## src/rtl/fmca_ram.sv

```systemverilog
// Generic single-port-write, single-port-read RAM with registered read data.
module fmca_ram #(
    parameter int WIDTH = 16,
    parameter int DEPTH = 64
) (
    input  logic                             i_clk,
    input  logic                             i_we,
    input  logic [$clog2(DEPTH)-1:0]         i_waddr,
    input  logic [WIDTH-1:0]                 i_wdata,
    input  logic [$clog2(DEPTH)-1:0]         i_raddr,
    output logic [WIDTH-1:0]                 o_rdata
);

    logic [WIDTH-1:0] r_mem [DEPTH];
    logic [WIDTH-1:0] r_rdata;

    always_ff @(posedge i_clk) begin
        if (i_we) begin
            r_mem[i_waddr] <= i_wdata;
        end
        r_rdata <= r_mem[i_raddr];
    end

    assign o_rdata = r_rdata;

endmodule

```

## config.mk

```make
export PLATFORM = sky130hd
export DESIGN_NAME = fmca_ram
export DESIGN_NICKNAME = d
export VERILOG_FILES = /design/src/rtl/fmca_ram.sv
export SDC_FILE = /design/constraint.sdc
export NUM_CORES = 1
export LEC_CHECK = 0
export ABC_AREA = 1
export ABC_CLOCK_PERIOD_IN_PS = 7600
export BUFFER_PORTS_ARGS = -buffer_cell sky130_fd_sc_hd__buf_2
export CAP_MARGIN = 20
export CORE_UTILIZATION = 56
export DETAILED_ROUTE_END_ITERATION = 8
export PLACE_DENSITY_LB_ADDON = 0.08
export SYNTH_ARGS = -nofsm -noshare
export SYNTH_HDL_FRONTEND = slang
export SYNTH_SLANG_ARGS = --single-unit
```

## constraint.sdc

```tcl
create_clock -name i_clk -period 7.6 [get_ports i_clk]
set_clock_uncertainty 0.15 [all_clocks]
set_input_delay 1.52 -clock i_clk [delete_from_list [all_inputs] [get_ports i_clk]]
set_output_delay 1.52 -clock i_clk [all_outputs]
set_load 0.02 [all_outputs]
```

==> impl_metrics.json <==
{
  "layout.cells.non_filler": 4613,
  "port_buffers": 45,
  "gp_congestion": 0.852,
  "max_stage_delay_ns": 0.68,
  "irDropWorstVdd_mv": 0.222,
  "yosys.cell_count.top_type": "nand2_1",
  "fin_tns_setup_ns": 0,
  "dp_hpwl_mm": 60.8,
  "status": "complete, no violations",
  "clock_path_buffers": 3,
  "fin_crit_sh_pct": 55.3,
  "viasPerCell": 5.97,
  "hold_class": "reg -> reg",
  "switching_share_pct": 22.4,
  "htreeDepth": 3,
  "synth_fp_nets": 3547,
  "leakagePower_uw": 0.0168,
  "finalMaxSlewViolations": 0,
  "worst_pin_slew_ns": 1.10,
  "power_frac_seq_pct": 52.1,
  "critPathLaunchType": "primary input",
  "ys_seq_elements": 1040,
  "fmax_ghz": 0.238,
  "p_per_area_mw_per_mm2": 263,
  "min_period_ns": 4.20,
  "antenna_found_initial": 4,
  "reg2regPathDepth": 8,
  "post-synth-top-area-fraction_pct": 73.0,
  "p_clk_share_pct": 41.8,
  "synth_warnings": 0,
  "synthCells": 3517,
  "area_growth_pct": 10.5,
  "hold_viol_final": 0,
  "cts_setup_buffers": 0,
  "hp-start": "r_mem[54][8]",
  "hold_path_end": "o_rdata[8]",
  "nFillCells": 5753,
  "grt.total_usage_pct": 30.5,
  "rsz0062_at_grt": "false",
  "path_class": "in -> reg",
  "tritoncts": "yes",
  "reg2reg_to": "o_rdata[8]",
  "cts_resized": 0,
  "finalSetupViolCount": 0,
  "worstHoldPathCells": 8,
  "synth-main-ff-cell": "edfxtp_1",
  "synth.distinct_cells": 16,
  "r2r_start": "r_mem[19][8]",
  "synth_common_cells": "1296 x nand2_1, 1024 x edfxtp_1, 871 x nand3_1",
  "p_int_uw": 9500,
  "dieArea_sq_mm": 0.0763,
  "synth_top_area_cell": "edfxtp_1",
  "gr-total-overflow": 0,
  "first_global_vias": 26393,
  "mappedNetlistArea_sq_mm": 0.0421,
  "ys_seq_area_share_pct": 73.8,
  "seq_area_sq_mm": 0.0311,
  "path_buf_inv": 3,
  "cts_hold_buf": 0,
  "cts.root.buffer_cell": "clkbuf_16",
  "power.switching_uw": 2740,
  "synth_area_per_cell_sq_um": 12.0,
  "grt_pass1_wl_mm": 172,
  "ios": 46,
  "crit_chain": "buf_8 -> inv_16 -> buf_12 -> nand2_1 -> nand3_1 -> nand3_1 -> nand2_1 -> nand2_1 -> nand3_1 -> nand3_1 -> nand2_1",
  "clkLatencyLatePin_ns": 0.67,
  "cts_sinks": 1040,
  "cp.required_ns": 7.99,
  "antenna_left": 0,
  "arrival_ns": 4.60,
  "clk_transition_reported_paths_ns": 0.06,
  "core_area_sq_mm": 0.0744,
  "drtIter0Drc": 3634,
  "slowest_stage": "buf_8",
  "fp.dieW_um": 276,
  "fin_nets": 3583,
  "stdcell_area_sq_mm": 0.0465,
  "synth_edf_count": 1024,
  "place_area_sq_mm": 0.0431,
  "grt_max_degree": 186,
  "critPathTopFamily": "buffers and inverters",
  "multiInputGateArea_sq_mm": 0.00960,
  "post-place-cells": 4412,
  "drive_gt1_share_pct": 8.76,
  "firstDrtPassIters": 8,
  "async_flop_share_pct": 0,
  "wl_per_cell_um": 25.0,
  "rrSetupSlack_ns": 5.87,
  "critPathMaxFanout": 185,
  "die_h_um": 276,
  "wirelength_mm": 115,
  "start_util_pct": 56.5,
  "synth.top_cells.by_area": "edfxtp_1 73%, nand2_1 12%, nand3_1 10%",
  "worst_setup_path_end_kind": "register",
  "relSlewSlack_pct": 26.6,
  "drc": 0,
  "num_vias": 27520,
  "pwr-share-comb_pct": 6.1,
  "cap_violations": 0,
  "cts_made_buffers": 107,
  "num_rows": 100
}
-- worst max-delay path by stage --
stage	start	endpoint	slack, ns	cells after the start
floorplan	i_we	r_mem[48][0]	3.38	3
global placement	i_raddr[2]	o_rdata[10]	2.78	9
detailed placement	i_raddr[0]	o_rdata[10]	2.82	11
CTS	i_raddr[0]	o_rdata[3]	3.52	11
global route	i_raddr[1]	o_rdata[3]	3.26	10
finish	i_raddr[0]	o_rdata[4]	3.40	11
-- cell families after synthesis --
kind of cell | share of synthesized area, %
buffers and inverters | 3.54
DFF | 73.8
and+or+nand+nor | 22.7
-- worst register-to-register path, stage by stage, from the launching register on --
cell and delay (ns):
edfxtp_1 0.35, nand2_1 0.07, nand3_1 0.16, nand3_1 0.17, nand2_1 0.06, nand2_1 0.07, nand3_1 0.14, nand3_1 0.35
nand2_1 0.09
-- cell type report --
type | instances | area share, %
flip-flops and latches | 1040 | 66.8
multi-input cells | 2240 | 20.6
clock buffers | 146 | 6.45
well taps | 969 | 2.61
repair buffers | 152 | 2.44
clock inverters | 52 | 0.915
inverters | 12 | 0.153
diodes | 2 | 0.0108
-- per-layer routing --
metal | GRT usage (%) | part of all wire [%]
met5 | 0 | 0.031
met1 | 43.0 | 40
met4 | 11.3 | 3.7
met2 | 46.5 | 46
met3 | 7.50 | 11
-- layout by cell type (no fill, tap or decap) --
cell type | synthesis | final
clkbuf_1 | 26 | 26
buf_4 | 19 | 102
clkinvlp_4 | 0 | 1
nand2_1 | 1296 | 1296
bufinv_16 | 0 | 7
buf_16 | 0 | 2
buf_8 | 1 | 3
buf_2 | 113 | 42
inv_4 | 0 | 1
inv_6 | 0 | 2
clkbuf_8 | 0 | 9
dfxtp_1 | 16 | 16
buf_12 | 0 | 3
clkinv_2 | 0 | 22
diode_2 | 0 | 2
inv_2 | 2 | 1
inv_1 | 9 | 8
clkinv_4 | 0 | 1
nor2_1 | 56 | 54
nor4_2 | 0 | 8
clkinv_1 | 0 | 19
inv_8 | 1 | 1
inv_16 | 0 | 1
clkbuf_16 | 0 | 111
edfxtp_1 | 1024 | 1024
nor2_2 | 0 | 2
nand4_1 | 9 | 9
nand3_1 | 871 | 871
-- power by group through the flow --
stage,Combinational [uW],Clock (uW),Sequential [uW]
floorplan,425,0,6490
global placement,731,0,6500
detailed placement,743,0,6500
CTS,744,5170,6380
global route,809,5390,6380
finish,747,5120,6380
-- state kept, by name, summed over array words and instances, names as in the netlist --
| register | count |
|---|---|
| r_mem | 1024 |
| o_rdata | 16 |
-- per-stage QoR --
step	setup WS, ns	utilization [%]	hold WS [ns]	total power, uW
6_report	3.40	62.5	0.662	12200
3_3_place_gp	2.78	57.8	0.621	7230
2_1_floorplan	3.38	-	0.572	6920
4_1_cts	3.52	62.5	0.649	12300
3_5_place_dp	2.82	57.9	0.637	7240
5_1_grt	3.26	62.5	0.692	12600
No activity file was read; power rests on OpenSTA's default activity.
