==> src/rtl/fmca_pkg.sv <==
// Shared constants and types of the frame mean and covariance accumulator.
package fmca_pkg;

    localparam int MAX_DIM    = 64;
    localparam int COUNT_BITS = 20;
    localparam int SAMPLE_W   = 16;
    localparam int SUM_W      = 36;
    localparam int CROSS_W    = 52;
    localparam int LEN_W      = 7;
    localparam int IDX_W      = 6;
    localparam int DIM_AW     = (MAX_DIM > 1) ? $clog2(MAX_DIM) : 1;
    localparam int TRI_DEPTH  = (MAX_DIM * (MAX_DIM + 1)) / 2;
    localparam int TRI_AW     = (TRI_DEPTH > 1) ? $clog2(TRI_DEPTH) : 1;
    localparam int DIV_W      = CROSS_W + 1;
    localparam int QUO_W      = DIV_W + 1;

    localparam logic [COUNT_BITS-1:0] COUNT_FULL = '1;

    typedef enum logic [1:0] {
        KIND_ADD    = 2'd0,
        KIND_REMOVE = 2'd1,
        KIND_READ   = 2'd2,
        KIND_NONE   = 2'd3
    } t_kind;

    typedef enum logic [2:0] {
        ST_COMMIT    = 3'd0,
        ST_LEN_ERR   = 3'd1,
        ST_EMPTY     = 3'd2,
        ST_FULL      = 3'd3,
        ST_READ_OK   = 3'd4,
        ST_NO_FRAMES = 3'd5
    } t_status;

endpackage

==> src/rtl/fmca_rdiv.sv <==
// Bit-serial signed divider by the frame count, rounding to nearest, ties away from zero.
module fmca_rdiv (
    input  logic                                   i_clk,
    input  logic                                   i_rst_n,
    input  logic                                   i_start,
    input  logic signed [fmca_pkg::DIV_W-1:0]      i_num,
    input  logic [fmca_pkg::COUNT_BITS-1:0]        i_den,
    output logic                                   o_done,
    output logic signed [fmca_pkg::QUO_W-1:0]      o_quo
);

    localparam int CNT_W = $clog2(fmca_pkg::DIV_W + 1);

    logic                               r_busy;
    logic                               r_done;
    logic                               r_neg;
    logic [CNT_W-1:0]                   r_cnt;
    logic [fmca_pkg::DIV_W-1:0]         r_dvd;
    logic [fmca_pkg::COUNT_BITS-1:0]    r_rem;
    logic [fmca_pkg::COUNT_BITS-1:0]    r_den;
    logic [fmca_pkg::DIV_W-1:0]         n_mag;
    logic [fmca_pkg::COUNT_BITS:0]      n_trial;
    logic                               n_qbit;

    always_comb begin
        n_mag   = i_num[fmca_pkg::DIV_W-1] ? fmca_pkg::DIV_W'(-i_num) : fmca_pkg::DIV_W'(i_num);
        n_trial = {r_rem, r_dvd[fmca_pkg::DIV_W-1]};
        n_qbit  = (n_trial >= {1'b0, r_den});
    end

    always_ff @(posedge i_clk) begin
        if (!i_rst_n) begin
            r_busy <= 1'b0;
            r_done <= 1'b0;
            r_cnt  <= '0;
        end else begin
            r_done <= r_busy && (r_cnt == CNT_W'(1));
            if (i_start) begin
                r_busy <= 1'b1;
                r_cnt  <= CNT_W'(fmca_pkg::DIV_W);
            end else if (r_busy) begin
                r_cnt <= r_cnt - CNT_W'(1);
                if (r_cnt == CNT_W'(1)) begin
                    r_busy <= 1'b0;
                end
            end
        end
    end

    // The quotient shifts into the dividend register as the dividend shifts out.
    always_ff @(posedge i_clk) begin
        if (i_start) begin
            r_neg <= i_num[fmca_pkg::DIV_W-1];
            r_dvd <= n_mag + fmca_pkg::DIV_W'(i_den >> 1);
            r_rem <= '0;
            r_den <= i_den;
        end else if (r_busy) begin
            r_rem <= n_qbit ? fmca_pkg::COUNT_BITS'(n_trial - {1'b0, r_den})
                            : fmca_pkg::COUNT_BITS'(n_trial);
            r_dvd <= {r_dvd[fmca_pkg::DIV_W-2:0], n_qbit};
        end
    end

    assign o_done = r_done;
    assign o_quo  = r_neg ? -$signed({1'b0, r_dvd}) : $signed({1'b0, r_dvd});

endmodule

==> config.mk <==
export PLATFORM = sky130hd
export DESIGN_NAME = fmca_rdiv
export DESIGN_NICKNAME = d
export VERILOG_FILES = /design/src/rtl/fmca_pkg.sv /design/src/rtl/fmca_rdiv.sv
export SDC_FILE = /design/constraint.sdc
export NUM_CORES = 1
export LEC_CHECK = 0
export BUFFER_PORTS_ARGS = -buffer_cell sky130_fd_sc_hd__buf_2
export CAP_MARGIN = 20
export CORE_ASPECT_RATIO = 2
export CORE_MARGIN = 4
export CORE_UTILIZATION = 30
export DETAILED_ROUTE_END_ITERATION = 10
export SLEW_MARGIN = 20
export SYNTH_ARGS = -nofsm -noshare
export SYNTH_HDL_FRONTEND = slang
export SYNTH_SLANG_ARGS = --single-unit
==> constraint.sdc <==
create_clock -name i_clk -period 3.88 [get_ports i_clk]
set_input_delay 0 -clock i_clk [delete_from_list [all_inputs] [get_ports i_clk]]
set_output_delay 0 -clock i_clk [all_outputs]
set_load 0.01 [all_outputs]
==> flow_summary.yaml <==
setup_path:
  cp_data_required_time_ns: 3.88
  r2r-start: "r_dvd[52]"
  crit_chain: "or4_4 > nor3_2 > buf_4 > nand3_2 > or2_4 > or4_4 > or4_4 > or4_4 > o41ai_4 > xnor2_1 > buf_2"
  crit_slowest_cell: "or4_4"
  crit_family: "simple AND/OR/NAND/NOR gates"
  crit_start: "r_dvd[9]"
  path_buf_inv: 2
  crit_fanout: 4
  slowest_delay_ns: 0.57
  path_class: "flop to primary output"
  start_kind: "flop"
  crit_arrival_ns: 3.91
  endpoint_kind: "primary output"
  crit_top_cell: "or4_4"
clock_tree:
  cts_tree: "done"
  cts_max_level: 3
  clk_pin_slew_ns: 0.08
  ctsLongestPathBuffers: 2
  clk_latency_ns: 0.37
  cts_sinks: 102
  numCtsBuffers: 9
  cts_root_buf: "clkbuf_16"
sta:
  fin_tns_setup_ns: -0.0252
  fmax_mhz: 256
  setup-violations-final: 1
  period_share_pct: 101
  skew_ns: 0.0136
  setup_slack_ns: -0.0252
  relSlewSlack_pct: 27.7
  drv_slew: 0
  worstMarginPinSlew_ns: 1.08
  rsz0062_at_grt: "true"
  finalHoldViolations: 0
  min_period_ns: 3.91
floorplanning:
  die_w_um: 134
  die_y_um: 261
  io_pins: 131
  core_area_mm2: 0.0315
  rows: 92
  initial_utilization_pct: 30.4
  die_area_mm2: 0.0350
placed_design:
  io_buffer_count: 130
  placed_area_mm2: 0.0114
  place_inst: 1697
  place_ws_ns: -0.207
  gp_congestion: 0.953
  post-dp-hpwl_um: 27600
finish:
  final_cells: 1741
  area_growth_pct: 26.5
  antennaDiodeCount: 0
  most-common-layout-cells: "buf_2, buf_4, xnor2_1"
  finalNetCount: 1436
  final_cell_area_mm2: 0.0121
  final_common_cell: "buf_2"
  layout-drive-gt1-share_pct: 26.9
global_route:
  grt_pass1_wl_um: 51700
  grt_usage_pct: 18.9
  grt_max_degree: 54
  first_global_vias: 9634
  antenna_found_initial: 0
  grt_overflow: 0
drt:
  post_drt_wl_per_cell_um: 19.4
  dr.pass1.iters: 5
  detail-route-antenna-nets: 0
  wl_um: 33700
  drt_iter0_markers: 526
  vias_per_cell: 5.38
  drcViolationCount: 0
  routed-via-count: 9358
status:
  violations: "setup timing"
  outcome: "finished, violations left"
synth:
  synthFlopType: "edfxtp_1"
  ys_seq_area_share_pct: 29.1
  netlist.area_leader.share_pct: 23.2
  synthArstFlopShare_pct: 0
  syn_inst: 1084
  ys_types: 73
  ys_warn_count: 0
  avgSynthCellArea_um2: 8.84
  ys_seq_elements: 102
  synthTopCellsByArea: "edfxtp_1, xnor2_1, ha_1, dfxtp_1, mux2_2"
  syn_area_mm2: 0.00958
  synth_edf_count: 74
  syn-num-nets: 1207
  synth_top_cell_by_area: "edfxtp_1"
pwr:
  leakagePower_nw: 4.69
  power_mw: 4.05
  power_density_mw_per_mm2: 334
  peakVddDrop_mv: 0.221
hold_path:
  hold_class: "input pin to flop"
  hold_start: "i_num[52]"
job:
  cap_violations: 0
-- state kept, by name, summed over array words and instances, names as in the netlist --
signal and count:
r_neg 1, r_rem 20, o_done 1, r_cnt 6
r_dvd 53, r_busy 1, r_den 20
-- per-layer routing --
metal / up-vias / part of all wire (%) / routed length [um] / global-route usage, %
li1: 4528 / - / - / -
met1: 4503 / 35 / 11900 / 18.2
met2: 231 / 56 / 18800 / 37.4
met3: 96 / 2.9 / 963 / 1.76
met4: 0 / 6.3 / 2110 / 12.2
met5: - / 0 / 0 / 0
-- kinds of logic (layout without fill, tap and decap cells) --
logic type                 Yosys count  after routing  share of synthesized area, %
muxes                               57             57                          6.49
and+or+nand+nor                    357            357                          20.6
adders and majority gates           47             47                          6.30
xor gates and xnor gates           161            161                          14.7
buffers and inverters               95            329                          3.87
AOI/OAI and AO/OA                  265            265                          18.9
DFF                                102            102                          29.1
-- per-stage QoR --
step	utilization [%]	hold slack (ns)
global placement	36.2	0.186
CTS	38.2	0.0334
finish	38.4	0.0490
detailed placement	36.2	0.180
global route	38.4	0.0493
floorplan	-	0.0989
-- final timing paths --
path | to | slack [ns] | cells after the start
worst min register to register | r_rem[3] | 0.49 | 2
worst max register to register | r_rem[1] | 0.59 | 12
worst min-delay path | r_neg | 0.05 | 1
worst max-delay path | o_quo[42] | -0.03 | 11
-- final cells by class --
type                    count  area [um^2]
clock inverters             6         65.1
multi-input cells         887         6560
repair buffers            270         1760
fillers                  3291        19400
inverters                  43          161
well taps                 423          529
flip-flops and latches    102         2780
clock buffers              10          250
-- report_power, final --
group          switching [mW]  internal (mW)  total, mW
clock network           0.484          0.497      0.982
registers               0.122           1.34       1.46
logic                   0.879          0.728       1.61
total                    1.49           2.56       4.05
-- cells in the mapped netlist (5+ instances only) --
master / number
a211oi_1: 15
a21boi_0: 8
a21o_1: 16
a21oi_1: 41
a31oi_1: 7
a41oi_1: 5
clkbuf_1: 46
dfxtp_1: 28
edfxtp_1: 74
ha_1: 45
inv_1: 43
mux2_2: 41
mux2i_1: 16
nand2_1: 81
nand2b_1: 12
nand3_1: 19
nand3b_1: 9
nand4_1: 20
nand4b_1: 5
nor2_1: 64
nor2b_1: 8
nor3_1: 29
nor3b_1: 5
nor4_1: 18
nor4b_1: 5
o211ai_1: 7
o21a_1: 14
o21ai_0: 58
o31a_1: 5
o31ai_1: 40
o41ai_1: 20
or2_2: 13
or3_1: 27
or4_1: 15
xnor2_1: 116
xor2_1: 45
-- repair_timing --
| item | CTS | global route |
|---|---|---|
| pin swaps | 5 | 3 |
| setup buffers | 2 | 5 |
| endpoints found under the setup margin | 10 | 13 |
| hold buffers | 21 | 0 |
| cloned | 0 | 0 |
| gates resized for setup | 18 | 8 |
| hold endpoints to repair | 28 | 0 |
Note: power is estimated with default switching activity, not from simulation.
